$ cat src/mmed_pkg.sv
`timescale 1ns / 1ps

package mmed_pkg;

    localparam int FRAC_BITS   = 8;
    localparam int SAMPLE_BITS = 16;
    localparam int MAX_SET_LEN = 32760;
    localparam int CFG_BITS    = 23;
    localparam int LEN_BITS    = $clog2(MAX_SET_LEN + 1);
    localparam int SUM_BITS    = CFG_BITS + 1;

    localparam logic [CFG_BITS-1:0] K_MIN = CFG_BITS'(1) << FRAC_BITS;
    localparam logic [CFG_BITS-1:0] K_MAX = CFG_BITS'(MAX_SET_LEN) << FRAC_BITS;

    localparam int QUEUE_DEPTH = 2;
    localparam int PTR_BITS    = $clog2(QUEUE_DEPTH);
    localparam int CNT_BITS    = $clog2(QUEUE_DEPTH + 1);

    localparam logic OP_SAMPLE = 1'b0;
    localparam logic OP_FLUSH  = 1'b1;

    typedef enum logic
    {
        KIND_SAMPLE,
        KIND_FLUSH
    } kind_t;

    typedef struct packed
    {
        kind_t                   kind;
        logic [SAMPLE_BITS-1:0]  sample;
    } item_t;

endpackage

$ cat src/mmed_if.sv
`timescale 1ns / 1ps

interface mmed_in_if;
    logic                                  valid;
    logic                                  ready;
    logic                                  operation;
    logic signed [mmed_pkg::SAMPLE_BITS-1:0] sample;

    modport source (output valid, output operation, output sample, input ready);
    modport sink   (input valid, input operation, input sample, output ready);
endinterface

interface mmed_out_if;
    logic                                  valid;
    logic                                  ready;
    logic signed [mmed_pkg::SAMPLE_BITS-1:0] min_value;
    logic signed [mmed_pkg::SAMPLE_BITS-1:0] max_value;
    logic                                  padded;

    modport source (output valid, output min_value, output max_value, output padded,
                    input ready);
    modport sink   (input valid, input min_value, input max_value, input padded,
                    output ready);
endinterface

$ cat src/mmed_front.sv
`timescale 1ns / 1ps

module mmed_front
(
    input  logic              clk,
    input  logic              rst_n,
    mmed_in_if.sink           samples,
    output logic              push_valid,
    input  logic              push_ready,
    output mmed_pkg::item_t   push_item
);

    logic            valid_reg;
    logic            valid_next;
    mmed_pkg::item_t item_reg;
    mmed_pkg::item_t item_next;
    logic            accept;

    assign samples.ready = !valid_reg || push_ready;
    assign accept        = samples.valid && samples.ready;
    assign push_valid    = valid_reg;
    assign push_item     = item_reg;

    always_comb
    begin
        item_next  = item_reg;
        valid_next = valid_reg;
        if (accept)
        begin
            item_next.kind   = (samples.operation == mmed_pkg::OP_FLUSH)
                               ? mmed_pkg::KIND_FLUSH : mmed_pkg::KIND_SAMPLE;
            item_next.sample = samples.sample;
            valid_next       = 1'b1;
        end
        else if (push_ready)
        begin
            valid_next = 1'b0;
        end
    end

    always_ff @(posedge clk or negedge rst_n)
    begin
        if (!rst_n)
        begin
            valid_reg <= 1'b0;
        end
        else
        begin
            valid_reg <= valid_next;
        end
    end

    always_ff @(posedge clk)
    begin
        item_reg <= item_next;
    end

endmodule

$ cat src/mmed_queue.sv
`timescale 1ns / 1ps

module mmed_queue
(
    input  logic              clk,
    input  logic              rst_n,
    input  logic              push_valid,
    output logic              push_ready,
    input  mmed_pkg::item_t   push_item,
    output logic              pop_valid,
    input  logic              pop_ready,
    output mmed_pkg::item_t   pop_item
);

    mmed_pkg::item_t                   store [mmed_pkg::QUEUE_DEPTH];
    logic [mmed_pkg::PTR_BITS-1:0]     wr_ptr_reg;
    logic [mmed_pkg::PTR_BITS-1:0]     wr_ptr_next;
    logic [mmed_pkg::PTR_BITS-1:0]     rd_ptr_reg;
    logic [mmed_pkg::PTR_BITS-1:0]     rd_ptr_next;
    logic [mmed_pkg::CNT_BITS-1:0]     count_reg;
    logic [mmed_pkg::CNT_BITS-1:0]     count_next;
    logic                              push;
    logic                              pop;

    assign push_ready = (count_reg != mmed_pkg::CNT_BITS'(mmed_pkg::QUEUE_DEPTH));
    assign pop_valid  = (count_reg != '0);
    assign pop_item   = store[rd_ptr_reg];
    assign push       = push_valid && push_ready;
    assign pop        = pop_valid && pop_ready;

    always_comb
    begin
        wr_ptr_next = push ? wr_ptr_reg + 1'b1 : wr_ptr_reg;
        rd_ptr_next = pop  ? rd_ptr_reg + 1'b1 : rd_ptr_reg;
        count_next  = count_reg;
        if (push && !pop)
        begin
            count_next = count_reg + 1'b1;
        end
        else if (pop && !push)
        begin
            count_next = count_reg - 1'b1;
        end
    end

    always_ff @(posedge clk or negedge rst_n)
    begin
        if (!rst_n)
        begin
            wr_ptr_reg <= '0;
            rd_ptr_reg <= '0;
            count_reg  <= '0;
        end
        else
        begin
            wr_ptr_reg <= wr_ptr_next;
            rd_ptr_reg <= rd_ptr_next;
            count_reg  <= count_next;
        end
    end

    always_ff @(posedge clk)
    begin
        if (push)
        begin
            store[wr_ptr_reg] <= push_item;
        end
    end

endmodule

$ cat src/mmed_back.sv
`timescale 1ns / 1ps

module mmed_back
(
    input  logic                               clk,
    input  logic                               rst_n,
    input  logic                               cfg_we,
    input  logic [mmed_pkg::CFG_BITS-1:0]      cfg_data,
    input  logic                               pop_valid,
    output logic                               pop_ready,
    input  mmed_pkg::item_t                    pop_item,
    mmed_out_if.source                         envelope
);

    localparam int SB = mmed_pkg::SAMPLE_BITS;

    logic [mmed_pkg::CFG_BITS-1:0]   k_cfg_reg;
    logic [mmed_pkg::CFG_BITS-1:0]   k_clamped;
    logic [mmed_pkg::SUM_BITS-1:0]   sum;

    logic signed [SB-1:0]            run_min_reg;
    logic signed [SB-1:0]            run_min_next;
    logic signed [SB-1:0]            run_max_reg;
    logic signed [SB-1:0]            run_max_next;
    logic [mmed_pkg::LEN_BITS-1:0]   left_reg;
    logic [mmed_pkg::LEN_BITS-1:0]   left_next;
    logic [mmed_pkg::FRAC_BITS-1:0]  residue_reg;
    logic [mmed_pkg::FRAC_BITS-1:0]  residue_next;
    logic                            open_reg;
    logic                            open_next;

    logic                            out_valid_reg;
    logic                            out_valid_next;
    logic signed [SB-1:0]            out_min_reg;
    logic signed [SB-1:0]            out_min_next;
    logic signed [SB-1:0]            out_max_reg;
    logic signed [SB-1:0]            out_max_next;
    logic                            out_pad_reg;
    logic                            out_pad_next;

    logic signed [SB-1:0]            s;
    logic                            pop;
    logic                            emit;

    assign pop_ready          = !out_valid_reg || envelope.ready;
    assign pop                = pop_valid && pop_ready;
    assign s                  = signed'(pop_item.sample);
    assign envelope.valid     = out_valid_reg;
    assign envelope.min_value = out_min_reg;
    assign envelope.max_value = out_max_reg;
    assign envelope.padded    = out_pad_reg;

    always_comb
    begin
        priority if (k_cfg_reg < mmed_pkg::K_MIN)
        begin
            k_clamped = mmed_pkg::K_MIN;
        end
        else if (k_cfg_reg > mmed_pkg::K_MAX)
        begin
            k_clamped = mmed_pkg::K_MAX;
        end
        else
        begin
            k_clamped = k_cfg_reg;
        end
        sum = mmed_pkg::SUM_BITS'(residue_reg) + mmed_pkg::SUM_BITS'(k_clamped);
    end

    always_comb
    begin
        run_min_next = run_min_reg;
        run_max_next = run_max_reg;
        left_next    = left_reg;
        residue_next = residue_reg;
        open_next    = open_reg;
        emit         = 1'b0;
        out_min_next = out_min_reg;
        out_max_next = out_max_reg;
        out_pad_next = out_pad_reg;

        if (pop)
        begin
            unique case (pop_item.kind)
                mmed_pkg::KIND_FLUSH:
                begin
                    emit         = open_reg;
                    out_min_next = (run_min_reg < 0) ? run_min_reg : '0;
                    out_max_next = (run_max_reg > 0) ? run_max_reg : '0;
                    out_pad_next = 1'b1;
                    run_min_next = '0;
                    run_max_next = '0;
                    left_next    = '0;
                    residue_next = '0;
                    open_next    = 1'b0;
                end
                mmed_pkg::KIND_SAMPLE:
                begin
                    if (!open_reg)
                    begin
                        residue_next = sum[mmed_pkg::FRAC_BITS-1:0];
                        left_next    = sum[mmed_pkg::FRAC_BITS +: mmed_pkg::LEN_BITS] - 1'b1;
                        run_min_next = s;
                        run_max_next = s;
                    end
                    else
                    begin
                        run_min_next = (s < run_min_reg) ? s : run_min_reg;
                        run_max_next = (s > run_max_reg) ? s : run_max_reg;
                        left_next    = (left_reg != '0) ? left_reg - 1'b1 : left_reg;
                    end
                    emit         = (left_next == '0);
                    open_next    = !emit;
                    out_min_next = run_min_next;
                    out_max_next = run_max_next;
                    out_pad_next = 1'b0;
                end
                default:
                begin
                    emit = 1'b0;
                end
            endcase
        end

        if (pop)
        begin
            out_valid_next = emit;
        end
        else if (envelope.ready)
        begin
            out_valid_next = 1'b0;
        end
        else
        begin
            out_valid_next = out_valid_reg;
        end
    end

    always_ff @(posedge clk or negedge rst_n)
    begin
        if (!rst_n)
        begin
            k_cfg_reg     <= mmed_pkg::K_MIN;
            run_min_reg   <= '0;
            run_max_reg   <= '0;
            left_reg      <= '0;
            residue_reg   <= '0;
            open_reg      <= 1'b0;
            out_valid_reg <= 1'b0;
        end
        else
        begin
            if (cfg_we)
            begin
                k_cfg_reg <= cfg_data;
            end
            run_min_reg   <= run_min_next;
            run_max_reg   <= run_max_next;
            left_reg      <= left_next;
            residue_reg   <= residue_next;
            open_reg      <= open_next;
            out_valid_reg <= out_valid_next;
        end
    end

    always_ff @(posedge clk)
    begin
        if (pop && emit)
        begin
            out_min_reg <= out_min_next;
            out_max_reg <= out_max_next;
            out_pad_reg <= out_pad_next;
        end
    end

    a_open_has_count: assert property (@(posedge clk) disable iff (!rst_n)
        open_reg |-> left_reg != '0)
        else $error("open set with no samples left");

    a_min_le_max: assert property (@(posedge clk) disable iff (!rst_n)
        out_valid_reg |-> out_min_reg <= out_max_reg)
        else $error("envelope minimum above maximum");

    a_pad_spans_zero: assert property (@(posedge clk) disable iff (!rst_n)
        out_valid_reg && out_pad_reg |-> out_min_reg <= 0 && out_max_reg >= 0)
        else $error("padded beat does not include zero");

    a_flush_closes: assert property (@(posedge clk) disable iff (!rst_n)
        pop && pop_item.kind == mmed_pkg::KIND_FLUSH |=> !open_reg && residue_reg == '0)
        else $error("flush left a set or phase behind");

endmodule

$ cat src/minmax_envelope_decimator_top.sv
`timescale 1ns / 1ps

// Min/max envelope decimator. Takes one sample or flush beat per cycle while
// samples.ready is high and returns one min/max beat per completed set of
// floor((i+1)k)-floor(ik) samples, k taken from cfg_data (8 fraction bits,
// clamped 1.0..32760). A flush closes an open set as if zero-padded, marks
// it padded and restarts the phase. Sustained rate is one beat per cycle
// while the output is not stalled, set by the back-end set update. Beats pass
// the front register and two-entry queue, results the output register. Write
// cfg_data only when idle; it applies from the next set opened.
module minmax_envelope_decimator_top
(
    input  logic                           clk,
    input  logic                           rst_n,
    input  logic                           cfg_we,
    input  logic [mmed_pkg::CFG_BITS-1:0]  cfg_data,
    mmed_in_if.sink                        samples,
    mmed_out_if.source                     envelope
);

    logic            push_valid;
    logic            push_ready;
    mmed_pkg::item_t push_item;
    logic            pop_valid;
    logic            pop_ready;
    mmed_pkg::item_t pop_item;

    mmed_front u_front
    (
        .clk        (clk),
        .rst_n      (rst_n),
        .samples    (samples),
        .push_valid (push_valid),
        .push_ready (push_ready),
        .push_item  (push_item)
    );

    mmed_queue u_queue
    (
        .clk        (clk),
        .rst_n      (rst_n),
        .push_valid (push_valid),
        .push_ready (push_ready),
        .push_item  (push_item),
        .pop_valid  (pop_valid),
        .pop_ready  (pop_ready),
        .pop_item   (pop_item)
    );

    mmed_back u_back
    (
        .clk        (clk),
        .rst_n      (rst_n),
        .cfg_we     (cfg_we),
        .cfg_data   (cfg_data),
        .pop_valid  (pop_valid),
        .pop_ready  (pop_ready),
        .pop_item   (pop_item),
        .envelope   (envelope)
    );

endmodule

$ cat src/flat_wrapper.sv
// flat-port wrapper written by rule: the top's interface ports become plain ports
module minmax_envelope_decimator_top_flat 
  (clk, rst_n, cfg_we, cfg_data, samples_valid, samples_operation, samples_sample, samples_ready, envelope_valid, envelope_min_value, envelope_max_value, envelope_padded, envelope_ready);
  mmed_in_if samples_i ();
  mmed_out_if envelope_i ();
  input  logic clk;
  input  logic rst_n;
  input  logic cfg_we;
  input  logic [mmed_pkg::CFG_BITS-1:0] cfg_data;
  input wire logic [$bits(samples_i.valid)-1:0] samples_valid;
  input wire logic [$bits(samples_i.operation)-1:0] samples_operation;
  input wire logic [$bits(samples_i.sample)-1:0] samples_sample;
  output wire logic [$bits(samples_i.ready)-1:0] samples_ready;
  output wire logic [$bits(envelope_i.valid)-1:0] envelope_valid;
  output wire logic [$bits(envelope_i.min_value)-1:0] envelope_min_value;
  output wire logic [$bits(envelope_i.max_value)-1:0] envelope_max_value;
  output wire logic [$bits(envelope_i.padded)-1:0] envelope_padded;
  input wire logic [$bits(envelope_i.ready)-1:0] envelope_ready;
  assign samples_i.valid = samples_valid;
  assign samples_i.operation = samples_operation;
  assign samples_i.sample = samples_sample;
  assign samples_ready = samples_i.ready;
  assign envelope_valid = envelope_i.valid;
  assign envelope_min_value = envelope_i.min_value;
  assign envelope_max_value = envelope_i.max_value;
  assign envelope_padded = envelope_i.padded;
  assign envelope_i.ready = envelope_ready;
  minmax_envelope_decimator_top u_core (.clk(clk), .rst_n(rst_n), .cfg_we(cfg_we), .cfg_data(cfg_data), .samples(samples_i), .envelope(envelope_i));
endmodule
$ cat config.mk
export PLATFORM = sky130hd
export DESIGN_NAME = minmax_envelope_decimator_top_flat
export DESIGN_NICKNAME = d
export VERILOG_FILES = /design/src/mmed_pkg.sv /design/src/mmed_if.sv /design/src/mmed_front.sv /design/src/mmed_queue.sv /design/src/mmed_back.sv /design/src/minmax_envelope_decimator_top.sv /design/src/flat_wrapper.sv
export SDC_FILE = /design/constraint.sdc
export NUM_CORES = 1
export LEC_CHECK = 0
export BUFFER_PORTS_ARGS = -buffer_cell sky130_fd_sc_hd__buf_4
export CAP_MARGIN = 10
export CORE_AREA = 2 2 125 127
export DETAILED_ROUTE_END_ITERATION = 12
export DIE_AREA = 0 0 127 129
export PLACE_DENSITY = 0.87
export RECOVER_POWER = 50
export SLEW_MARGIN = 30
export SYNTH_ARGS = -nofsm -noshare
export SYNTH_HDL_FRONTEND = slang
export SYNTH_HIERARCHICAL = 1
export SYNTH_SLANG_ARGS = --single-unit
$ cat constraint.sdc
create_clock -name clk -period 11.91 [get_ports clk]
set_input_delay 2.9775 -clock clk [delete_from_list [all_inputs] [get_ports clk]]
set_output_delay 2.9775 -clock clk [all_outputs]
set_load 0.005 [all_outputs]
## After elaboration in Yosys (flattened, before gate mapping)

Memory sizes are Yosys's and may differ from the RTL's.
Index checks and enable logic that the tools add are counted.

- Add/subtract/negate cells: 7
- Multiply operators: 0
- Div/mod/pow operators: 0
- Magnitude comparators: 6
- Eq/ne operators: 2
- Shift operators: 0
- Mux-type cells: 32
- Bitwise operators: 1
- Reduce and logical (&&, ||, !) cells: 21

Operator list:

| cell | number |
|---|---|
| $pmux W16 S2 | 4 |
| $mux W16 | 6 |
| $mux W15 | 4 |
| $mux W23 | 2 |
| $pmux W15 S2 | 1 |
| $sub A15 B1 Y15 const B | 2 |
| $add A8 B23 Y23 | 1 |
| $gt A23 B23 Y1 const B | 1 |
| $lt A23 B9 Y1 const B | 1 |
| $gt A16 B1 Y1 const B | 1 |
| $gt A16 B16 Y1 | 1 |
| $lt A16 B1 Y1 const B | 1 |
| $lt A16 B16 Y1 | 1 |
| $pmux W8 S2 | 1 |
| $logic_not A15 Y1 | 1 |
| $reduce_bool A15 Y1 | 1 |
| $mux W1 | 8 |
| $mux W8 | 1 |
| $reduce_bool A2 Y1 | 4 |
| $logic_and A1 B1 Y1 | 6 |
| $pmux W1 S2 | 3 |
| $logic_not A1 Y1 | 5 |
| $mux W2 | 2 |
| $ne A2 B2 Y1 const B | 2 |
| 6 further kinds | 9 |

- Flip-flop bits (word level): 135
- Bits in latches: 0
- RAM bits: 34
- Bits in read-only memories: 0
- Bits of input ports: 45
- Output and inout bits: 35
- Word-level logic and storage cells: 86
- Memories kept: 1

Memories:

| memory | words | bits a word | read ports | clocked after memory_dff | wr ports | RTL line | text |
|---|---|---|---|---|---|---|---|
| u_core.u_queue.store | 2 | 17 | 1 | 0 | 1 | mmed_queue.sv:15 | `mmed_pkg::item_t store [mmed_pkg::QUEUE_DEPTH];` |

## Logic depth before layout (Yosys ltp)

- Word-level depth: 13
- Depth in mapped cells: 19
- Depth with buffers taken out: 18

## Hierarchy

The synthesis kept the hierarchy.

Modules (own cells, without submodules):

| module | instances | cells each | area an instance (µm²) | sequential area each (µm²) |
|---|---|---|---|---|
| mmed_back | 1 | 743 | 7,289.5 | 2,994.1 |
| mmed_queue | 1 | 71 | 1,473.9 | 1,121.1 |
| mmed_front | 1 | 21 | 564.3 | 535.5 |

## Least setup slack after synthesis

Ideal clock, no wire load.

- Path type: register -> register
- Start point: reg u_core/u_back/k_cfg_reg[20] (netlist bit)
- End point: reg u_core.u_back.out_max_reg[0] (netlist: u_core/u_back/envelope.max_value[0]), enable pin
- Setup time: 0.474 ns
- Arrival time: 7.006 ns
- Data required time: 11.436 ns
- Slack: 4.430 ns
- Cell stages (with the launch flop): 19
- Path buffers: 1
- Clock period less this slack: 7.480 ns
- Path through: dfrtp_1 > buf_6 > or4_4 > nor2_4 > a31oi_1 > and2_1 > ha_1 > fa_1 > a211o_1 > o211ai_1 > a21oi_1 > xnor2_2 > ha_1 > xor2_1 > o21ai_0 > a2111o_1 > a2111oi_4 > nand4_1 > o31ai_1

- Longest elaborated chain between the ends: 13
- Elaborated cells between the ends (all ways): 14
- Classes of those cells: add/sub: 2; order compare: 2; mux: 7; reduce/logical: 3

RTL lines:

| element | RTL line | text |
|---|---|---|
| from (decl) | mmed_back.sv:17 | `logic [mmed_pkg::CFG_BITS-1:0] k_cfg_reg;` |
| from (signal assigned) | mmed_back.sv:143 | `k_cfg_reg <= mmed_pkg::K_MIN;` |
| from (signal assigned) | mmed_back.sv:155 | `k_cfg_reg <= cfg_data;` |
| $gt A23 B23 Y1 | mmed_back.sv:59 | `else if (k_cfg_reg > mmed_pkg::K_MAX)` |
| $mux W23 | mmed_back.sv:59 |  |
| $mux W23 * | mmed_back.sv:55 | `priority if (k_cfg_reg < mmed_pkg::K_MIN)` |
| $add A8 B23 Y23 * | mmed_back.sv:67 | `sum = mmed_pkg::SUM_BITS'(residue_reg) + mmed_pkg::SUM_BITS'(k_clamped);` |
| $sub A15 B1 Y15 * | mmed_back.sv:102 | `left_next = sum[mmed_pkg::FRAC_BITS +: mmed_pkg::LEN_BITS] - 1'b1;` |
| $mux W15 * | mmed_back.sv:99 | `if (!open_reg)` |
| $mux W15 * | mmed_back.sv:84 | `unique case (pop_item.kind)` |
| $mux W15 * | mmed_back.sv:82 | `if (pop)` |
| $logic_not A15 Y1 * | mmed_back.sv:112 | `emit = (left_next == '0);` |
| $pmux W1 S2 * | mmed_back.sv:84 |  |
| $mux W1 * | mmed_back.sv:82 |  |
| $logic_and A1 B1 Y1 * | mmed_back.sv:168 | `if (pop && emit)` |
| $reduce_and A2 Y1 (no source line) * | n/a |  |
| to (signal assigned) | mmed_back.sv:171 | `out_max_reg <= out_max_next;` |
| to (decl) | mmed_back.sv:36 | `logic signed [SB-1:0] out_max_reg;` |

Mark *: on every way between the ends. The rest lies on a longest branch, timed or not. The select of a mux whose other input is x is not followed.
A chain may end at the register's enable or synchronous reset.

==> flow_summary.ini <==
[status]
outcome = finished, violations left
violations = capacitance limit, slew limit

[critical_path]
cpPeakStageDelay_ns = 2.48
crit_slowest_cell = clkbuf_1
worst-path-buf-inv = 2
crit_family = buffers and inverters
r2r_slack_ns = 5.70
cp-startpoint = rst_n
cp.arrival_ns = 6.48
crit_fanout = 60
end_kind = async pin
rr_endpoint = u_core/u_back/envelope.min_value[0]$_DFFE_PP_
ff2ff_path_depth = 19
r2r_start = u_core/u_back/k_cfg_reg[17]$_DFFE_PN0P_
crit_path_start_kind = input port
crit_type = input port to async pin
cp.required_ns = 11.68
cp_common_cell = clkbuf_1
cp_cell_sequence = clkbuf_1 > clkbuf_1

[global_routing]
grt_overflow = 0
grt_usage_pct = 26.13
grt_pass1_vias = 6781
grt_max_degree = 61
grt_first_pass_wirelength_um = 33530
antenna_found_initial = 0

[yosys]
syn_inst = 835
synth_xor_area_share_pct = 3.461
synth_top_area_share_pct = 27.04
synth_compound_area_share_pct = 17.56
synth_mux_area_share_pct = 7.163
synth_top_family_by_area = compound AO/OA/AOI/OAI gates
ys.flop_type = edfxtp_1
async_flop_share_pct = 50.30
yosys.area_share.simple_pct = 12.23
ys_seq_area_share_pct = 49.86
ys_types = 78
synth-seq-cells = 169
synth_edf_count = 84
syn-cell-area_mm2 = 0.009328
synthAdderAreaFrac_pct = 5.848
netlist.top_cell.by_area = edfxtp_1
avgSynthCellArea_um2 = 11.17
yosysWarnings = 6
synth.net_count = 923
synthTopCellsByArea = edfxtp_1 27%, dfrtp_1 23%, ha_1 5.6%, mux2_2 4.1%, a22o_1 3.6%

[clocking]
htreeDepth = 4
cts_buffers = 17
insertion_delay_ns = 0.44
hold_buffers = 0
cts_resized = 0
cts.sinks = 169
cts_setup_buffers = 0
clk_pin_slew_worst_paths_ns = 0.07
root_buffer = clkbuf_16
cts_buffer_depth = 2
cts_tree = yes

[worst_hold_path]
min_from = u_core/u_front/push_item[0]$_DFFE_PP_
holdPathEnd = u_core/u_queue/store[0][0]$_DFFE_PP_
hold_class = flop to flop
hold_depth = 0

[die]
die_y_um = 129
core_area_mm2 = 0.01498
start_util_pct = 62.28
die_w_um = 127
rows = 45
io_pins = 80
dieArea_mm2 = 0.01638

[power]
power.leakage_uw = 0.004368
p_per_area_mw_per_mm2 = 276.0
ir_drop_uv = 173.9

[finish]
drive_gt1_share_pct = 19.52
diodes = 0
instances_no_fill = 1105
nFillCells = 1020
area_growth_pct = 14.51
largest_register_ffs = 34
nets = 992

[sta]
finalCritPeriodShare_pct = 56.29
fin_skew_ns = 0.009020
final_max_slew_viol_count = 111
rsz0062_at_grt = false
setup_tns_ns = 0
setup_viol = 0
hold_violations = 0
slew_headroom_pct = -127.3
fmax_mhz = 149.2
period_needed_ns = 6.705
worstMarginPinSlew_ns = 3.409

[route]
ant_nets = 0
post_drt_wl_per_cell_um = 18.92
via_per_inst = 6.427
post-route-drc-count = 0
vias = 7102
drt_iter0_markers = 849
first_pass_iters = 5
wl_um = 20910

[place]
gp_congestion = 0.9461
hpwl_um = 14350
dp_cells = 1073
io_buffers = 79

[job]
drv_cap = 2
## cell families after synthesis
| family | Yosys count |
|---|---|
| AO/OA/AOI/OAI | 225 |
| AND/OR/NAND/NOR | 217 |
| flip-flops | 169 |
| buffers and inverters | 87 |
| multiplexers | 58 |
| adder cells (fa/ha/maj) | 43 |
| XOR/XNOR | 36 |
## cell type report
type | instances | area, µm² | area share [%]
clock buffers | 17 | 425.4 | 3.983
well taps | 188 | 235.2 | 2.202
repair buffers | 87 | 634.4 | 5.939
inverters | 50 | 187.7 | 1.757
clock inverters | 15 | 215.2 | 2.015
multi-input cells | 579 | 4333 | 40.56
flip-flops and latches | 169 | 4651 | 43.54
## cells in the final DEF (no fill, tap or decap), types with 8 or more instances in the layout
cell type   n
nand4_1     9
o22ai_1    19
nand3_1    18
mux2_2     34
xor2_1     11
a22oi_1    16
a21o_1     17
buf_4      63
dfrtp_1    84
clkbuf_4   19
nor4_1     12
mux2_4      9
a31oi_1     8
inv_1      49
a21oi_1    26
nand2_1    60
edfxtp_1   84
and2_1     13
ha_1       42
o21ai_0    44
xnor2_1    24
nor2_1     39
and3_1      8
mux2i_1    15
clkbuf_16  17
nor3_1     14
a22o_1     38
## layer usage
layer  routed length [µm]  global-route usage (%)  vias to the layer above
met2                 9839                   41.97                      302
met4                  456                   9.244                        0
met3                 1544                   5.904                       47
met5                    0                       0                        -
met1                 9065                   35.46                     3468
li1                     -                       -                     3285
## Yosys cell counts (6+ instances only)
| cell type | count |
|---|---|
| a211oi_1 | 6 |
| a21o_1 | 17 |
| a21oi_1 | 27 |
| a22o_1 | 38 |
| a22oi_1 | 16 |
| a31oi_1 | 8 |
| and2_1 | 13 |
| and3_1 | 8 |
| clkbuf_1 | 27 |
| dfrtp_1 | 84 |
| edfxtp_1 | 84 |
| ha_1 | 42 |
| inv_1 | 49 |
| mux2_2 | 34 |
| mux2_4 | 9 |
| mux2i_1 | 15 |
| nand2_1 | 59 |
| nand2b_1 | 6 |
| nand3_1 | 18 |
| nand4_1 | 9 |
| nor2_1 | 41 |
| nor3_1 | 14 |
| nor4_1 | 12 |
| o21ai_0 | 44 |
| o22ai_1 | 19 |
| xnor2_1 | 24 |
| xor2_1 | 11 |
## power breakdown
| part | switching (µW) | internal (µW) | total (µW) |
|---|---|---|---|
| logic | 826 | 570 | 1400 |
| registers | 130 | 846 | 976 |
| clock network | 268 | 308 | 576 |
## worst max path at each step
| stage | end | slack, ns | cells after the start |
|---|---|---|---|
| 2_1_floorplan | u_core/u_back/envelope.max_value[0]$_DFFE_PP_ | 4.43 | 18 |
| 3_3_place_gp | u_core/u_back/envelope.max_value[0]$_DFFE_PP_ | 5.95 | 18 |
| 3_5_place_dp | u_core/u_back/envelope.max_value[3]$_DFFE_PP_ | 5.77 | 18 |
| 4_1_cts | u_core/u_back/envelope.max_value[13]$_DFFE_PP_ | 5.76 | 18 |
| 5_1_grt | u_core/u_front/push_valid$_DFFE_PN0P_ | 4.32 | 2 |
| 6_report | u_core/u_queue/wr_ptr_reg$_DFFE_PN0P_ | 5.21 | 2 |
## per-stage QoR
step	worst slack (ns)	util, %	hold slack, ns	cell area, µm²	power, µW
final	5.205	71.32	0.4476	10680	2948
after global routing	4.324	71.32	0.4583	10680	3124
after CTS	5.756	71.46	0.4502	10700	2930
after detailed placement	5.765	67.18	0.4296	10060	2336
after global placement	5.952	67.17	0.4216	10060	2279
after floorplan	4.430	-	0.4215	9328	1945
## worst register-to-register path, delay by kind of cell (launching register included)
family / cells / cell delay, ns
AOI/OAI and AO/OA: 9 / 2.41
adders and majority gates: 3 / 0.87
DFF: 1 / 0.49
xor gates and xnor gates: 2 / 0.54
and+or+nand+nor: 4 / 1.10
buffers and inverters: 1 / 0.42
No activity file was read; power rests on OpenSTA's default activity.
